--- config.mk ---
export PLATFORM = sky130hd
export DESIGN_NAME = quoted_list_tokenizer_core
export DESIGN_NICKNAME = d
export VERILOG_FILES = /design/src/rtl/core/qlt_pkg.sv /design/src/rtl/core/qlt_cfg.sv /design/src/rtl/core/qlt_step.sv /design/src/rtl/core/quoted_list_tokenizer_core.sv
export SDC_FILE = /design/constraint.sdc
export NUM_CORES = 1
export LEC_CHECK = 0
export ABC_CLOCK_PERIOD_IN_PS = 5000
export BUFFER_PORTS_ARGS = -buffer_cell sky130_fd_sc_hd__buf_2
export CAP_MARGIN = 20
export CORE_ASPECT_RATIO = 1.4
export CORE_MARGIN = 10
export CORE_UTILIZATION = 48
export CTS_CLUSTER_DIAMETER = 60
export CTS_CLUSTER_SIZE = 25
export DETAILED_ROUTE_END_ITERATION = 12
export GPL_TIMING_DRIVEN = 0
export PLACE_DENSITY = 0.81
export SYNTH_ARGS = -nofsm -noshare
export SYNTH_HDL_FRONTEND = slang
export SYNTH_SLANG_ARGS = --single-unit
export TNS_END_PERCENT = 100
--- constraint.sdc ---
create_clock -name i_clk -period 5 [get_ports i_clk]
set_clock_uncertainty 0.05 [all_clocks]
set_input_delay 0.25 -clock i_clk [delete_from_list [all_inputs] [get_ports i_clk]]
set_output_delay 0.25 -clock i_clk [all_outputs]
set_load 0.03 [all_outputs]
--- src/rtl/core/qlt_pkg.sv ---
`timescale 1ns / 1ps
// ----------------------------------------------------------------------------
// qlt_pkg
// Shared types, character codes and helpers for the quoted list tokenizer.
// ----------------------------------------------------------------------------
package qlt_pkg;

    localparam logic [7:0] CH_QUOTE  = 8'h22;
    localparam logic [7:0] CH_BSLASH = 8'h5C;
    localparam logic [7:0] CH_COMMA  = 8'h2C;
    localparam logic [7:0] CH_SPACE  = 8'h20;
    localparam logic [7:0] CH_TAB    = 8'h09;
    localparam logic [7:0] CH_CR     = 8'h0D;

    localparam int unsigned APB_AW = 3;
    localparam int unsigned APB_DW = 32;

    // register word index (paddr[2])
    localparam logic REG_IS_VECTOR = 1'b0;

    typedef enum logic [3:0] {
        ST_BETWEEN = 4'b0001,
        ST_BARE    = 4'b0010,
        ST_QUOTED  = 4'b0100,
        ST_AFTER   = 4'b1000
    } t_scan_state;

    typedef enum logic [2:0] {
        ERR_NONE       = 3'd0,
        ERR_QUOTE_BARE = 3'd1,
        ERR_TEXT_AFTER = 3'd2,
        ERR_UNCLOSED   = 3'd3,
        ERR_BAD_END    = 3'd4,
        ERR_SCALAR_CNT = 3'd5
    } t_err;

    typedef struct packed {
        logic [7:0] ch;
        logic       has_char;
        logic       last;
    } t_in_item;

    typedef struct packed {
        logic [7:0] char_out;
        logic       char_valid;
        logic [1:0] fields_closed;
        t_err       error_code;
        logic       record_done;
    } t_result;

    typedef struct packed {
        t_scan_state scan;
        logic        escape_pending;
        logic [1:0]  items_seen;
        logic        error_latched;
    } t_tok_state;

    localparam t_tok_state TOK_RESET = '{
        scan:           ST_BETWEEN,
        escape_pending: 1'b0,
        items_seen:     2'd0,
        error_latched:  1'b0
    };

    function automatic logic is_ws(input logic [7:0] c);
        return (c == CH_SPACE) || ((c >= CH_TAB) && (c <= CH_CR));
    endfunction

endpackage

--- src/rtl/core/qlt_cfg.sv ---
`timescale 1ns / 1ps
// ----------------------------------------------------------------------------
// qlt_cfg
// APB register slave holding the record type bit.
// ----------------------------------------------------------------------------
module qlt_cfg (
    input  logic                        i_clk,
    input  logic                        i_rst_n,
    input  logic                        psel,
    input  logic                        penable,
    input  logic                        pwrite,
    input  logic [qlt_pkg::APB_AW-1:0]  paddr,
    input  logic [qlt_pkg::APB_DW-1:0]  pwdata,
    output logic [qlt_pkg::APB_DW-1:0]  prdata,
    output logic                        pready,
    output logic                        o_is_vector
);
    import qlt_pkg::*;

    logic r_is_vector;
    logic n_is_vector;
    logic wr_hit;

    assign pready = 1'b1;
    assign wr_hit = psel && penable && pwrite && (paddr[2] == REG_IS_VECTOR);

    always_comb begin
        n_is_vector = r_is_vector;
        if (wr_hit) begin
            n_is_vector = pwdata[0];
        end
    end

    always_ff @(posedge i_clk) begin
        if (!i_rst_n) begin
            r_is_vector <= 1'b0;
        end else begin
            r_is_vector <= n_is_vector;
        end
    end

    // read back; unmapped words read as zero
    always_comb begin
        prdata = '0;
        if (psel && (paddr[2] == REG_IS_VECTOR)) begin
            prdata = {{(APB_DW-1){1'b0}}, r_is_vector};
        end
    end

    assign o_is_vector = r_is_vector;

endmodule

--- src/rtl/core/qlt_step.sv ---
`timescale 1ns / 1ps
// ----------------------------------------------------------------------------
// qlt_step
// Single-character tokenizer step: next state and result for one item.
// ----------------------------------------------------------------------------
module qlt_step (
    input  qlt_pkg::t_tok_state i_state,
    input  qlt_pkg::t_in_item   i_item,
    input  logic                i_is_vector,
    output qlt_pkg::t_tok_state o_state,
    output qlt_pkg::t_result    o_result
);
    import qlt_pkg::*;

    t_tok_state st;
    logic       app;
    logic [1:0] closed;
    t_err       err;
    logic       close_chr;
    logic       close_end;
    logic [7:0] c;

    assign c = i_item.ch;

    always_comb begin
        st        = i_state;
        app       = 1'b0;
        err       = ERR_NONE;
        close_chr = 1'b0;
        close_end = 1'b0;

        // character phase
        if (i_item.has_char && !i_state.error_latched) begin
            if (i_state.escape_pending) begin
                app               = 1'b1;
                st.escape_pending = 1'b0;
            end else begin
                case (i_state.scan)
                    ST_BETWEEN: begin
                        if (is_ws(c)) begin
                            st.scan = ST_BETWEEN;
                        end else if (c == CH_QUOTE) begin
                            st.scan = ST_QUOTED;
                        end else if (c == CH_BSLASH) begin
                            app               = 1'b1;
                            st.scan           = ST_BARE;
                            st.escape_pending = 1'b1;
                        end else if (c == CH_COMMA) begin
                            close_chr = 1'b1;
                        end else begin
                            app     = 1'b1;
                            st.scan = ST_BARE;
                        end
                    end
                    ST_BARE: begin
                        if (is_ws(c)) begin
                            st.scan = ST_AFTER;
                        end else if (c == CH_COMMA) begin
                            close_chr = 1'b1;
                            st.scan   = ST_BETWEEN;
                        end else if (c == CH_QUOTE) begin
                            err = ERR_QUOTE_BARE;
                        end else if (c == CH_BSLASH) begin
                            app               = 1'b1;
                            st.escape_pending = 1'b1;
                        end else begin
                            app = 1'b1;
                        end
                    end
                    ST_QUOTED: begin
                        if (c == CH_QUOTE) begin
                            st.scan = ST_AFTER;
                        end else if (c == CH_BSLASH) begin
                            app               = 1'b1;
                            st.escape_pending = 1'b1;
                        end else begin
                            app = 1'b1;
                        end
                    end
                    ST_AFTER: begin
                        if (is_ws(c)) begin
                            st.scan = ST_AFTER;
                        end else if (c == CH_COMMA) begin
                            close_chr = 1'b1;
                            st.scan   = ST_BETWEEN;
                        end else begin
                            err = ERR_TEXT_AFTER;
                        end
                    end
                    default: begin
                        st.scan = ST_BETWEEN;
                    end
                endcase
            end
            if (close_chr && (st.items_seen != 2'd3)) begin
                st.items_seen = st.items_seen + 2'd1;
            end
            if (err != ERR_NONE) begin
                st.error_latched = 1'b1;
            end
        end

        // end-of-list phase: close the last field and check the record
        if (i_item.last) begin
            if (!st.error_latched) begin
                if (st.scan == ST_QUOTED) begin
                    err = ERR_UNCLOSED;
                end else if (st.escape_pending) begin
                    err = ERR_BAD_END;
                end else if ((st.scan == ST_BARE) || (st.scan == ST_AFTER)) begin
                    close_end = 1'b1;
                end else if (i_is_vector) begin
                    close_end = (st.items_seen != 2'd0);
                end else begin
                    err = ERR_BAD_END;
                end
                if (close_end && (st.items_seen != 2'd3)) begin
                    st.items_seen = st.items_seen + 2'd1;
                end
                if ((err == ERR_NONE) && !i_is_vector && (st.items_seen != 2'd1)) begin
                    err = ERR_SCALAR_CNT;
                end
            end
            st = TOK_RESET;
        end
    end

    assign closed = {1'b0, close_chr} + {1'b0, close_end};

    assign o_state                 = st;
    assign o_result.char_out       = app ? c : 8'h00;
    assign o_result.char_valid     = app;
    assign o_result.fields_closed  = closed;
    assign o_result.error_code     = err;
    assign o_result.record_done    = i_item.last;

endmodule

--- src/rtl/core/quoted_list_tokenizer_core.sv ---
`timescale 1ns / 1ps
// Pipeline: an input transaction is held in the input register, its result
//   in the result register; one step of tokenizer logic sits between them.
// Throughput: 1 character per cycle unless the result channel stalls.
// Reset: synchronous, active low; clears both pipeline valids, the tokenizer
//   state (between items, no escape, zero count, no error) and is_vector.
// ----------------------------------------------------------------------------
// quoted_list_tokenizer_core
// Streams a comma-separated value list one byte per transaction and reports
// field characters, closed field counts, errors and end of record.
// ----------------------------------------------------------------------------
module quoted_list_tokenizer_core (
    input  logic                        i_clk,
    input  logic                        i_rst_n,
    // input channel
    input  logic                        i_in_valid,
    output logic                        o_in_ready,
    input  logic [7:0]                  i_ch,
    input  logic                        i_has_char,
    input  logic                        i_last,
    // result channel
    output logic                        o_out_valid,
    input  logic                        i_out_ready,
    output logic [7:0]                  o_char_out,
    output logic                        o_char_valid,
    output logic [1:0]                  o_fields_closed,
    output logic [2:0]                  o_error_code,
    output logic                        o_record_done,
    // configuration port
    input  logic                        psel,
    input  logic                        penable,
    input  logic                        pwrite,
    input  logic [qlt_pkg::APB_AW-1:0]  paddr,
    input  logic [qlt_pkg::APB_DW-1:0]  pwdata,
    output logic [qlt_pkg::APB_DW-1:0]  prdata,
    output logic                        pready
);
    import qlt_pkg::*;

    logic       is_vector;

    // input register stage
    t_in_item   r_in;
    logic       r_in_valid;
    logic       n_in_valid;

    // tokenizer state, advanced once per item leaving the input register
    t_tok_state r_state;
    t_tok_state n_state;

    // result register stage
    t_result    r_out;
    t_result    step_result;
    logic       r_out_valid;
    logic       n_out_valid;

    logic       in_take;
    logic       out_free;
    logic       advance;

    qlt_cfg u_cfg (
        .i_clk       (i_clk),
        .i_rst_n     (i_rst_n),
        .psel        (psel),
        .penable     (penable),
        .pwrite      (pwrite),
        .paddr       (paddr),
        .pwdata      (pwdata),
        .prdata      (prdata),
        .pready      (pready),
        .o_is_vector (is_vector)
    );

    qlt_step u_step (
        .i_state     (r_state),
        .i_item      (r_in),
        .i_is_vector (is_vector),
        .o_state     (n_state),
        .o_result    (step_result)
    );

    // The result register is free when empty or when its transaction
    // completes this cycle; the input register then moves its item forward.
    assign out_free   = !r_out_valid || i_out_ready;
    assign advance    = r_in_valid && out_free;
    assign o_in_ready = !r_in_valid || advance;
    assign in_take    = i_in_valid && o_in_ready;

    always_comb begin
        n_in_valid = r_in_valid;
        if (in_take) begin
            n_in_valid = 1'b1;
        end else if (advance) begin
            n_in_valid = 1'b0;
        end
    end

    always_comb begin
        n_out_valid = r_out_valid;
        if (advance) begin
            n_out_valid = 1'b1;
        end else if (i_out_ready) begin
            n_out_valid = 1'b0;
        end
    end

    // control state
    always_ff @(posedge i_clk) begin
        if (!i_rst_n) begin
            r_in_valid  <= 1'b0;
            r_out_valid <= 1'b0;
            r_state     <= TOK_RESET;
        end else begin
            r_in_valid  <= n_in_valid;
            r_out_valid <= n_out_valid;
            if (advance) begin
                r_state <= n_state;
            end
        end
    end

    // payload: capture on accepted transactions, hold otherwise
    always_ff @(posedge i_clk) begin
        if (in_take) begin
            r_in.ch       <= i_ch;
            r_in.has_char <= i_has_char;
            r_in.last     <= i_last;
        end
        if (advance) begin
            r_out <= step_result;
        end
    end

    assign o_out_valid     = r_out_valid;
    assign o_char_out      = r_out.char_out;
    assign o_char_valid    = r_out.char_valid;
    assign o_fields_closed = r_out.fields_closed;
    assign o_error_code    = r_out.error_code;
    assign o_record_done   = r_out.record_done;

endmodule
==> impl_metrics.csv, run 1 <==
group,metric,value,unit
timing,fin_tns_setup,0,ns
clocking,root_buffer,"clkbuf_8",
cells_and_area,drive_gt1_frac,0.302,
timing,finalCritPeriodShare,0.945,
cells_and_area,finalInstanceArea,2810,um2
timing,setup_viol,0,
clocking,path_clk_slew,0.07,ns
critical_path,cp_data_required_time,5.00,ns
timing,max_freq,212,MHz
flow_run,max-cap-violations,0,
route,viasPerCell,5.09,
critical_path,critPathSlowestCell,"or4b_2",
clocking,cts_resized,0,
cells_and_area,final_nets,370,
global_route,grt_usage,0.137,
route,drt-total-wl,5.67,mm
clocking,cts_tree,"done",
synthesis,synth_area_leaders,"edfxtp_1, buf_4, dfxtp_1",
floorplanning,die-area,8110,um2
floorplanning,core_area,4800,um2
critical_path,cp-start-kind,"flop",
global_route,gr-usage-met1,0.139,
route,drt_first_pass_iters,4,
timing,worst_pin_slew,0.862,ns
floorplanning,ios,102,
global_route,grt_pass1_wl,8.86,mm
floorplanning,start_util,0.487,
clocking,clk_latency,0.29,ns
cells_and_area,fin_util,0.584,
synthesis,async_flop_share,0,
timing,max_slew_margin,0.424,
critical_path,arrival,4.72,ns
status,status,"completed",
placed_design,place_area,2710,um2
clocking,cts.sinks,36,
critical_path,crit_type,"reg2reg",
synthesis,yosysMostFrequentCell,"buf_4",
pwr,powerDensity,239,nW/um2
global_route,grt_pass1_vias,1913,
hold_path,min_path_type,"in2reg",
timing,rsz0062_at_grt,"false",
global_route,grt_max_degree,21,
global_route,met2_usage,0.240,
synthesis,syn_area,2340,um2
clocking,cts_buffer_depth,2,
route,avgRoutedWirePerCell,15.0,um
synthesis,yosys-top-cells-count,"buf_4, edfxtp_1, nor2_1",
clocking,post_cts_buffers,0,
cells_and_area,n_antenna_cell,0,
pwr,power_leakage,1.22,nW
global_route,met3_usage,0.0506,
clocking,hold_buffers,0,
synthesis,synth_enable_flop_cells,25,
placed_design,dp_hpwl,4.39,mm
clocking,h-tree-depth,2,
synthesis,synth_warnings,0,
pwr,ir_worst_vdd,0.000141,V
cells_and_area,fillers,465,
critical_path,path_max_fanout,8,
synthesis,seq_area_frac_synth,0.415,
critical_path,endpoint_kind,"flop",
route,drc,0,
route,drtIter0Drc,139,
floorplanning,core.rowCount,30,
synthesis,synth-main-ff-cell,"edfxtp_1",
synthesis,yosysTopAreaCellShare,0.321,
synthesis,avgSynthCellArea,9.71,um2
critical_path,path_cells,"or4b_1 > clkbuf_2 > or4_1 > buf_2 > a211oi_4 > xor2_1 > ha_1 > or3b_2 > or4b_2 > mux2i_1 > a2111oi_0 > a21oi_2 > nor4bb_1 > a311o_1",
floorplanning,die_x,79.0,um
global_route,antenna_found_initial,0,
route,ant_nets,0,
synthesis,yosysUniqueCellTypes,65,
critical_path,critPathMaxStageDelay,0.61,ns
route,dr_total_vias,1928,
timing,timing.final.max_slew_violations,0,
synthesis,ys_ff_latch,36,
placed_design,routabilityCongestion,0.924,
synthesis,synthCells,241,
cells_and_area,layout-area-overhead-vs-synth,20.0,%
placed_design,port_buffers,36,
timing,finalHoldViolCount,0,
clocking,numCtsBuffers,5,
floorplanning,die_y,103,um
synthesis,yosysTopAreaCell,"edfxtp_1",
global_route,overflow,0,
timing,period_needed,4.72,ns
global_route,top_usage_layer,"met2",
## final timing paths
| path | from | end | slack (ns) | cells after the start |
|---|---|---|---|---|
| max | r_in[6] | o_error_code[0] | 0.28 | 14 |
| min reg2reg | r_in_valid | o_out_valid | 0.48 | 1 |
| max reg2reg | r_in[6] | o_error_code[0] | 0.28 | 14 |
| min | i_ch[1] | r_in[3] | 0.08 | 1 |
## cell families (layout without fill, tap and decap cells)
kind of cell | Yosys count | after routing | share of synthesized area
fa+ha+maj | 4 | 4 | 0.0214
compound gates | 51 | 51 | 0.158
simple gates | 93 | 93 | 0.243
flops | 36 | 36 | 0.415
buf+inv | 47 | 91 | 0.128
xor+xnor | 5 | 5 | 0.0187
other cells | 2 | 32 | 0.00321
mux | 3 | 3 | 0.0128
## placed cells by master, fill, tap and decap left out, types with 2 or more instances in the layout
master    synthesis  layout
nor4b_1           3       3
clkinv_2          0       2
buf_4            32      32
or3b_2            3       3
mux2i_1           3       3
nor3b_1           2       2
xor2_1            5       5
conb_1            2      32
dfxtp_1          11      11
a22oi_1           3       3
inv_1             6       6
o41ai_1           2       2
buf_2             1      37
a21oi_1           8       8
nand2b_1          3       3
nand2_1          14      14
nor2_1           16      16
and4b_1           2       2
or2_2             4       4
clkbuf_8          0       5
nor4_1            3       3
a31oi_1           4       4
o21a_1            2       2
clkbuf_1          7       7
or4_1             2       2
o211a_1           2       2
o21ai_0           7       7
or3_2             2       2
ha_1              4       4
nor3_1            5       5
edfxtp_1         25      25
and2_1           11      11
nor2b_1           9       9
o31ai_1           4       4
o211ai_1          2       2
## through the flow
step	hold WS [ns]	setup slack (ns)	instances	power, mW
final	0.0751	0.277	379	0.671
after CTS	0.0655	0.212	379	0.676
after global routing	0.0592	0.0427	379	0.702
after global placement	0.376	0.265	371	0.471
after floorplan	0.299	0.544	271	0.447
after detailed placement	0.378	0.241	371	0.472
## report_power, final
part           leakage (nW)  internal, mW  total (mW)  switching, mW
Clock                0.0479        0.0969       0.203          0.106
Combinational         0.837        0.0442       0.127         0.0831
Sequential            0.333         0.333       0.341        0.00825
## critical path: cells and delay by family, from the launching register on
family | cells | cell delay [ns]
AO/OA/AOI/OAI | 4 | 0.85
adder cells (fa/ha/maj) | 1 | 0.22
multiplexers | 1 | 0.13
XOR/XNOR | 1 | 0.22
flip-flops | 1 | 0.42
AND/OR/NAND/NOR | 5 | 2.20
buffers and inverters | 2 | 0.36
## registers in the layout (all words and copies together), names as in the netlist
signal             count
o_char_out             8
o_char_valid           1
o_error_code           3
o_fields_closed        2
o_out_valid            1
o_record_done          1
r_in                  10
r_in_valid             1
r_state                8
u_cfg.o_is_vector      1
## area by class of cell
type                            instances  area (um2)  area share
Clock buffer                            5        68.8      0.0245
Timing Repair Buffer                   36         180      0.0642
Multi-Input combinational cell        188        1190       0.424
Tap cell                               64        80.1      0.0285
Buffer                                 41         277      0.0985
Clock inverter                          3        18.8     0.00668
Inverter                                6        22.5     0.00802
Sequential cell                        36         971       0.346
## routing by layer
layer / vias up / part of all wire
li1: 968 / -
met1: 874 / 0.38
met2: 73 / 0.51
met3: 13 / 0.083
met4: 0 / 0.026
met5: - / 0
(Power assumes the default switching activity.)
==> run 2: changes to the inputs <==
- CORE_ASPECT_RATIO: 1.4 -> 0.8
- CORE_UTILIZATION: 48 -> 40
- PLACE_DENSITY: 0.81 -> 0.69
==> run 2 against run 1 <==
  * Combinational power about the same
  * Register-to-register slack better by 0.06 ns
  * Clock-buffer cell count unchanged
  * First-iteration DRC count fell by 12%
  * Sequential share of layout area shrank 1.1 points
  * Largest power group is now the clock network
==> impl_metrics.csv, run 2 (same netlist as run 1, synthesis figures left out) <==
group,metric,value,unit
critical_path,path_max_fanout,8,
critical_path,endpoint_kind,"flop",
clocking,path_clk_slew,0.08,ns
global_route,grt_pass1_wl,9.04,mm
pwr,ir_worst_vdd,0.000194,V
timing,fin_ws,0.334,ns
timing,period_needed,4.67,ns
clocking,clk_latency,0.29,ns
critical_path,ff2ff_path_depth,14,
route,avgRoutedWirePerCell,14.5,um
placed_design,routabilityCongestion,0.903,
floorplanning,die_y,88.4,um
timing,setup_viol,0,
pwr,powerDensity,285,nW/um2
timing,rsz0062_at_grt,"false",
clocking,cts_tree,"done",
placed_design,dp_slack,0.201,ns
pwr,power_leakage,1.25,nW
critical_path,reg2reg_slack,0.33,ns
route,drt_first_pass_iters,4,
cells_and_area,layout-area-overhead-vs-synth,24.1,%
critical_path,critPathMaxStageDelay,0.62,ns
floorplanning,ios,102,
cells_and_area,n_antenna_cell,0,
hold_path,min_from,"i_ch[2]",
hold_path,min_path_type,"in2reg",
floorplanning,core.rowCount,24,
floorplanning,die_x,106,um
cells_and_area,multiInputGateArea,1190,um2
timing,worst_pin_slew,0.867,ns
critical_path,r2r_end,"o_error_code[0]",
route,dr_total_vias,1935,
clocking,hold_buffers,0,
clocking,h-tree-depth,2,
route,drt-total-wl,5.70,mm
critical_path,cp_data_required_time,4.99,ns
floorplanning,core_area,5560,um2
clocking,root_buffer,"clkbuf_8",
critical_path,crit_type,"reg2reg",
placed_design,dp_hpwl,4.52,mm
global_route,grt_pass1_vias,1772,
critical_path,cp-start-kind,"flop",
timing,timing.final.max_slew_violations,0,
cells_and_area,register_area,971,um2
route,viasPerCell,4.91,
timing,finalCritPeriodShare,0.933,
placed_design,port_buffers,36,
critical_path,path_cells,"or4b_1 > clkbuf_2 > or4_1 > buf_2 > a211oi_4 > xor2_1 > ha_1 > or3b_2 > or4b_2 > mux2i_1 > a2111oi_0 > a21oi_2 > nor4bb_1 > a311o_1",
cells_and_area,final_cell_mix,"buf_2, buf_4, conb_1",
status,status,"completed",
timing,finalHoldViolCount,0,
route,drc,0,
route,drtIter0Drc,122,
clocking,numCtsBuffers,5,
global_route,antenna_found_initial,0,
timing,max_slew_margin,0.421,
hold_path,worstHoldEndpoint,"r_in[4]",
timing,fin_tns_setup,0,ns
floorplanning,die-area,9330,um2
timing,max_freq,214,MHz
global_route,grt_max_degree,21,
cells_and_area,top_register,"r_in",
cells_and_area,final_nets,371,
clocking,cts.sinks,36,
hold_path,hold_depth,1,
route,ant_nets,0,
critical_path,critPathSlowestCell,"or4b_2",
global_route,overflow,0,
clocking,cts_buffer_depth,2,
global_route,grt_usage,0.118,
cells_and_area,largest_register_ffs,10,
critical_path,arrival,4.66,ns
cells_and_area,drive_gt1_frac,0.304,
critical_path,r2r_start,"r_in[8]",
cells_and_area,fillers,508,
floorplanning,start_util,0.421,
cells_and_area,layout.cells.most_common,"buf_2",
flow_run,max-cap-violations,0,
[run 2: final cells by class]
cell class	count	area share
multi-input cells	188	0.410
flip-flops and latches	36	0.334
plain buffers	41	0.0952
repair buffers	37	0.0646
well taps	78	0.0336
clock inverters	3	0.0310
clock buffers	5	0.0237
inverters	6	0.00776
[run 2: what timing repair did]
action,4_1_cts,5_1_grt
setup endpoints to repair,0,2
gates resized for setup,0,1
endpoints found under the hold margin,0,0
buffers inserted,0,1
[run 2: critical path, delay by kind of cell (launching register included)]
kind,cells,cell delay (ns)
AND/OR/NAND/NOR,5,2.19
AO/OA/AOI/OAI,4,0.79
flip-flops,1,0.47
buffers and inverters,2,0.35
XOR/XNOR,1,0.23
adder cells (fa/ha/maj),1,0.22
multiplexers,1,0.14
[run 2: power by group]
| part | total [mW] | switching, mW | internal [mW] |
|---|---|---|---|
| clock network | 0.360 | 0.110 | 0.250 |
| registers | 0.342 | 0.00884 | 0.333 |
| logic | 0.127 | 0.0824 | 0.0442 |
[run 2: worst max path at each step]
stage,startpoint,endpoint,slack [ns],cells past startpoint
2_1_floorplan,r_in[6],o_error_code[0],0.54,14
3_3_place_gp,r_in[6],o_error_code[0],0.24,14
3_5_place_dp,r_in[6],o_error_code[0],0.20,14
4_1_cts,r_in[6],o_error_code[0],0.17,14
5_1_grt,r_in[6],o_error_code[0],0.05,14
6_report,r_in[8],o_error_code[0],0.33,14
[run 2: metrics by stage]
| step | std cells | util | hold WS, ns | total power [mW] | instance area (um2) |
|---|---|---|---|---|---|
| 5_1_grt | 394 | 0.523 | 0.0700 | 0.859 | 2900 |
| 3_5_place_dp | 385 | 0.491 | 0.379 | 0.473 | 2730 |
| 4_1_cts | 393 | 0.520 | 0.0696 | 0.833 | 2890 |
| 3_3_place_gp | 385 | 0.491 | 0.378 | 0.471 | 2730 |
| 6_report | 394 | 0.523 | 0.0761 | 0.828 | 2900 |
| 2_1_floorplan | 271 | - | 0.299 | 0.447 | 2450 |
[run 2: routing by layer]
| metal | track usage | share of wire |
|---|---|---|
| met1 | 0.157 | 0.48 |
| met3 | 0.0407 | 0.080 |
| met2 | 0.178 | 0.43 |
| met5 | 0 | 0 |
| met4 | 0.0331 | 0.011 |
==> run 3: changes to the inputs <==
- SYNTH_HIERARCHICAL: unset -> 1
==> run 3 against run 2 <==
  * Wire length fell by 2.2%
  * Critical path depth shrank 3
  * Via count increased by 1.3%
  * Area after synthesis rose by 3.5%
  * Largest power group is now registers
  * Utilization decreased by 3.0 points
  * Cell count grew 3.3%
  * Global-route usage down 0.11 points
  * Critical path type unchanged
==> impl_metrics.csv, run 3 <==
group,metric,value,unit
synthesis,synth-main-ff-cell,"edfxtp_1",
critical_path,crit_type,"reg2reg",
clocking,h-tree-depth,2,
synthesis,yosys-top-cells-count,"buf_4, edfxtp_1, nand2_1",
route,drt_first_pass_iters,6,
critical_path,cpMostUsedCell,"nor3_1",
route,dr_total_vias,1960,
critical_path,path_max_fanout,8,
timing,setup_viol,0,
clocking,root_buffer,"clkbuf_8",
cells_and_area,fillers,568,
global_route,overflow,0,
global_route,grt_pass1_wl,9.03,mm
global_route,grt_max_degree,23,
synthesis,yosysTopAreaCellShare,0.310,
synthesis,synth_area_leaders,"edfxtp_1, buf_4, dfxtp_1",
route,drc,0,
synthesis,yosysUniqueCellTypes,68,
clocking,cts_tree,"done",
critical_path,critPathSlowestCell,"nor3_1",
critical_path,arrival,4.11,ns
placed_design,routabilityCongestion,0.860,
floorplanning,die-area,9590,um2
synthesis,avgSynthCellArea,9.61,um2
cells_and_area,n_antenna_cell,0,
clocking,clk_latency,0.29,ns
clocking,cts_buffer_depth,2,
synthesis,synth_enable_flop_cells,25,
synthesis,syn_area,2420,um2
critical_path,cp_data_required_time,4.99,ns
synthesis,synth_warnings,6,
cells_and_area,final_nets,381,
cells_and_area,top_register,"r_in",
pwr,total_power,0.695,mW
placed_design,dp_hpwl,4.34,mm
cells_and_area,register_area,971,um2
timing,fin_tns_setup,0,ns
hold_path,min_path_type,"in2reg",
timing,period_needed,4.12,ns
global_route,grt_usage,0.117,
critical_path,critPathMaxStageDelay,0.64,ns
critical_path,cp_top_family,"simple AND/OR/NAND/NOR gates",
clocking,cts.sinks,36,
flow_run,max-cap-violations,0,
cells_and_area,layout.cells.most_common,"buf_2",
timing,finalHoldViolCount,0,
clocking,post_cts_buffers,0,
timing,rsz0062_at_grt,"false",
synthesis,yosysTopAreaCell,"edfxtp_1",
clocking,cts_resized,0,
timing,worst_pin_slew,0.824,ns
timing,max_slew_margin,0.443,
floorplanning,core.rowCount,25,
synthesis,yosysMostFrequentCell,"buf_4",
clocking,path_clk_slew,0.08,ns
pwr,powerDensity,240,nW/um2
floorplanning,core_area,5880,um2
cells_and_area,largest_register_ffs,10,
route,viasPerCell,4.82,
cells_and_area,final_cell_mix,"buf_2, buf_4, conb_1",
global_route,antenna_found_initial,0,
floorplanning,ios,102,
clocking,numCtsBuffers,5,
route,avgRoutedWirePerCell,13.7,um
timing,finalCritPeriodShare,0.824,
floorplanning,start_util,0.412,
route,drtIter0Drc,169,
pwr,power_leakage,1.25,nW
critical_path,path_cells,"nor3_1 > nand4_1 > nor3_1 > mux2i_1 > inv_1 > ha_1 > or4b_1 > o31ai_1 > nor4bb_1 > a31oi_1 > o21ai_1",
global_route,grt_pass1_vias,1795,
floorplanning,die_x,107,um
timing,max_freq,243,MHz
critical_path,cp-start-kind,"flop",
timing,timing.final.max_slew_violations,0,
synthesis,synthCells,252,
synthesis,async_flop_share,0,
placed_design,port_buffers,36,
cells_and_area,layout-area-overhead-vs-synth,19.6,%
synthesis,seq_area_frac_synth,0.401,
clocking,hold_buffers,0,
floorplanning,die_y,89.6,um
cells_and_area,multiInputGateArea,1220,um2
cells_and_area,drive_gt1_frac,0.301,
route,drt-total-wl,5.57,mm
route,ant_nets,0,
synthesis,ys_ff_latch,36,
critical_path,endpoint_kind,"flop",
pwr,ir_worst_vdd,0.000142,V
critical_path,critical_path_buf_inv_count,1,
status,status,"completed",
[run 3: cell types whose count changed in the layout (fill, tap and decap cells not counted), moves of 3 or more]
cell and delta:
nor3_1 +3, bufinv_16 -3, mux2i_1 +7, and2_1 -4, nand2_1 +11, nor2b_1 -7, o21ai_0 -4, xnor2_1 +3
xor2_1 -4, nor2_1 +3, nand4_1 +3, a21oi_1 -3
[run 3: through the flow]
stage / std cells / setup WS, ns / utilization / hold WS [ns] / area (um2)
floorplan: 282 / 1.45 / - / 0.299 / 2530
global placement: 399 / 1.00 / 0.479 / 0.378 / 2820
detailed placement: 399 / 0.941 / 0.479 / 0.378 / 2820
CTS: 407 / 0.906 / 0.493 / 0.0708 / 2900
global route: 407 / 0.489 / 0.493 / 0.0664 / 2900
finish: 407 / 0.878 / 0.493 / 0.0770 / 2900
[run 3: final cells by class]
| class | instances | area share |
|---|---|---|
| plain buffers | 46 | 0.108 |
| multi-input cells | 192 | 0.421 |
| inverters | 8 | 0.0104 |
| clock inverters | 1 | 0.00173 |
| well taps | 81 | 0.0350 |
| repair buffers | 36 | 0.0622 |
| clock buffers | 7 | 0.0263 |
| flip-flops and latches | 36 | 0.335 |
[run 3: kinds of logic (layout without fill, tap and decap cells)]
logic type | count (synthesis) | after routing | synth area share
AOI/OAI and AO/OA | 40 | 40 | 0.126
xor gates and xnor gates | 4 | 4 | 0.0145
adders and majority gates | 4 | 4 | 0.0207
buffers and inverters | 54 | 98 | 0.142
DFF | 36 | 36 | 0.401
muxes | 10 | 10 | 0.0413
other | 2 | 32 | 0.00310
and+or+nand+nor | 102 | 102 | 0.252
[run 3: final timing paths]
kind | endpoint | depth (start not counted) | from | slack (ns)
setup / recovery | o_error_code[0] | 11 | r_in[6] | 0.88
hold reg to reg | r_state[7] | 2 | r_state[7] | 0.43
hold / removal | r_in[6] | 1 | i_ch[4] | 0.08
setup reg to reg | o_error_code[0] | 11 | r_in[6] | 0.88
[run 3: metal layers]
layer	routed length, um	global-route usage	up-vias
met1	2440	0.147	871
met4	76	0.0405	0
met3	509	0.0357	8
met5	0	0	-
li1	-	-	991
met2	2540	0.187	90
[run 3: report_power, final]
part / internal [mW] / leakage (nW) / switching [mW]
Combinational: 0.0557 / 0.880 / 0.0988
Sequential: 0.334 / 0.332 / 0.00592
Clock: 0.0978 / 0.0422 / 0.103
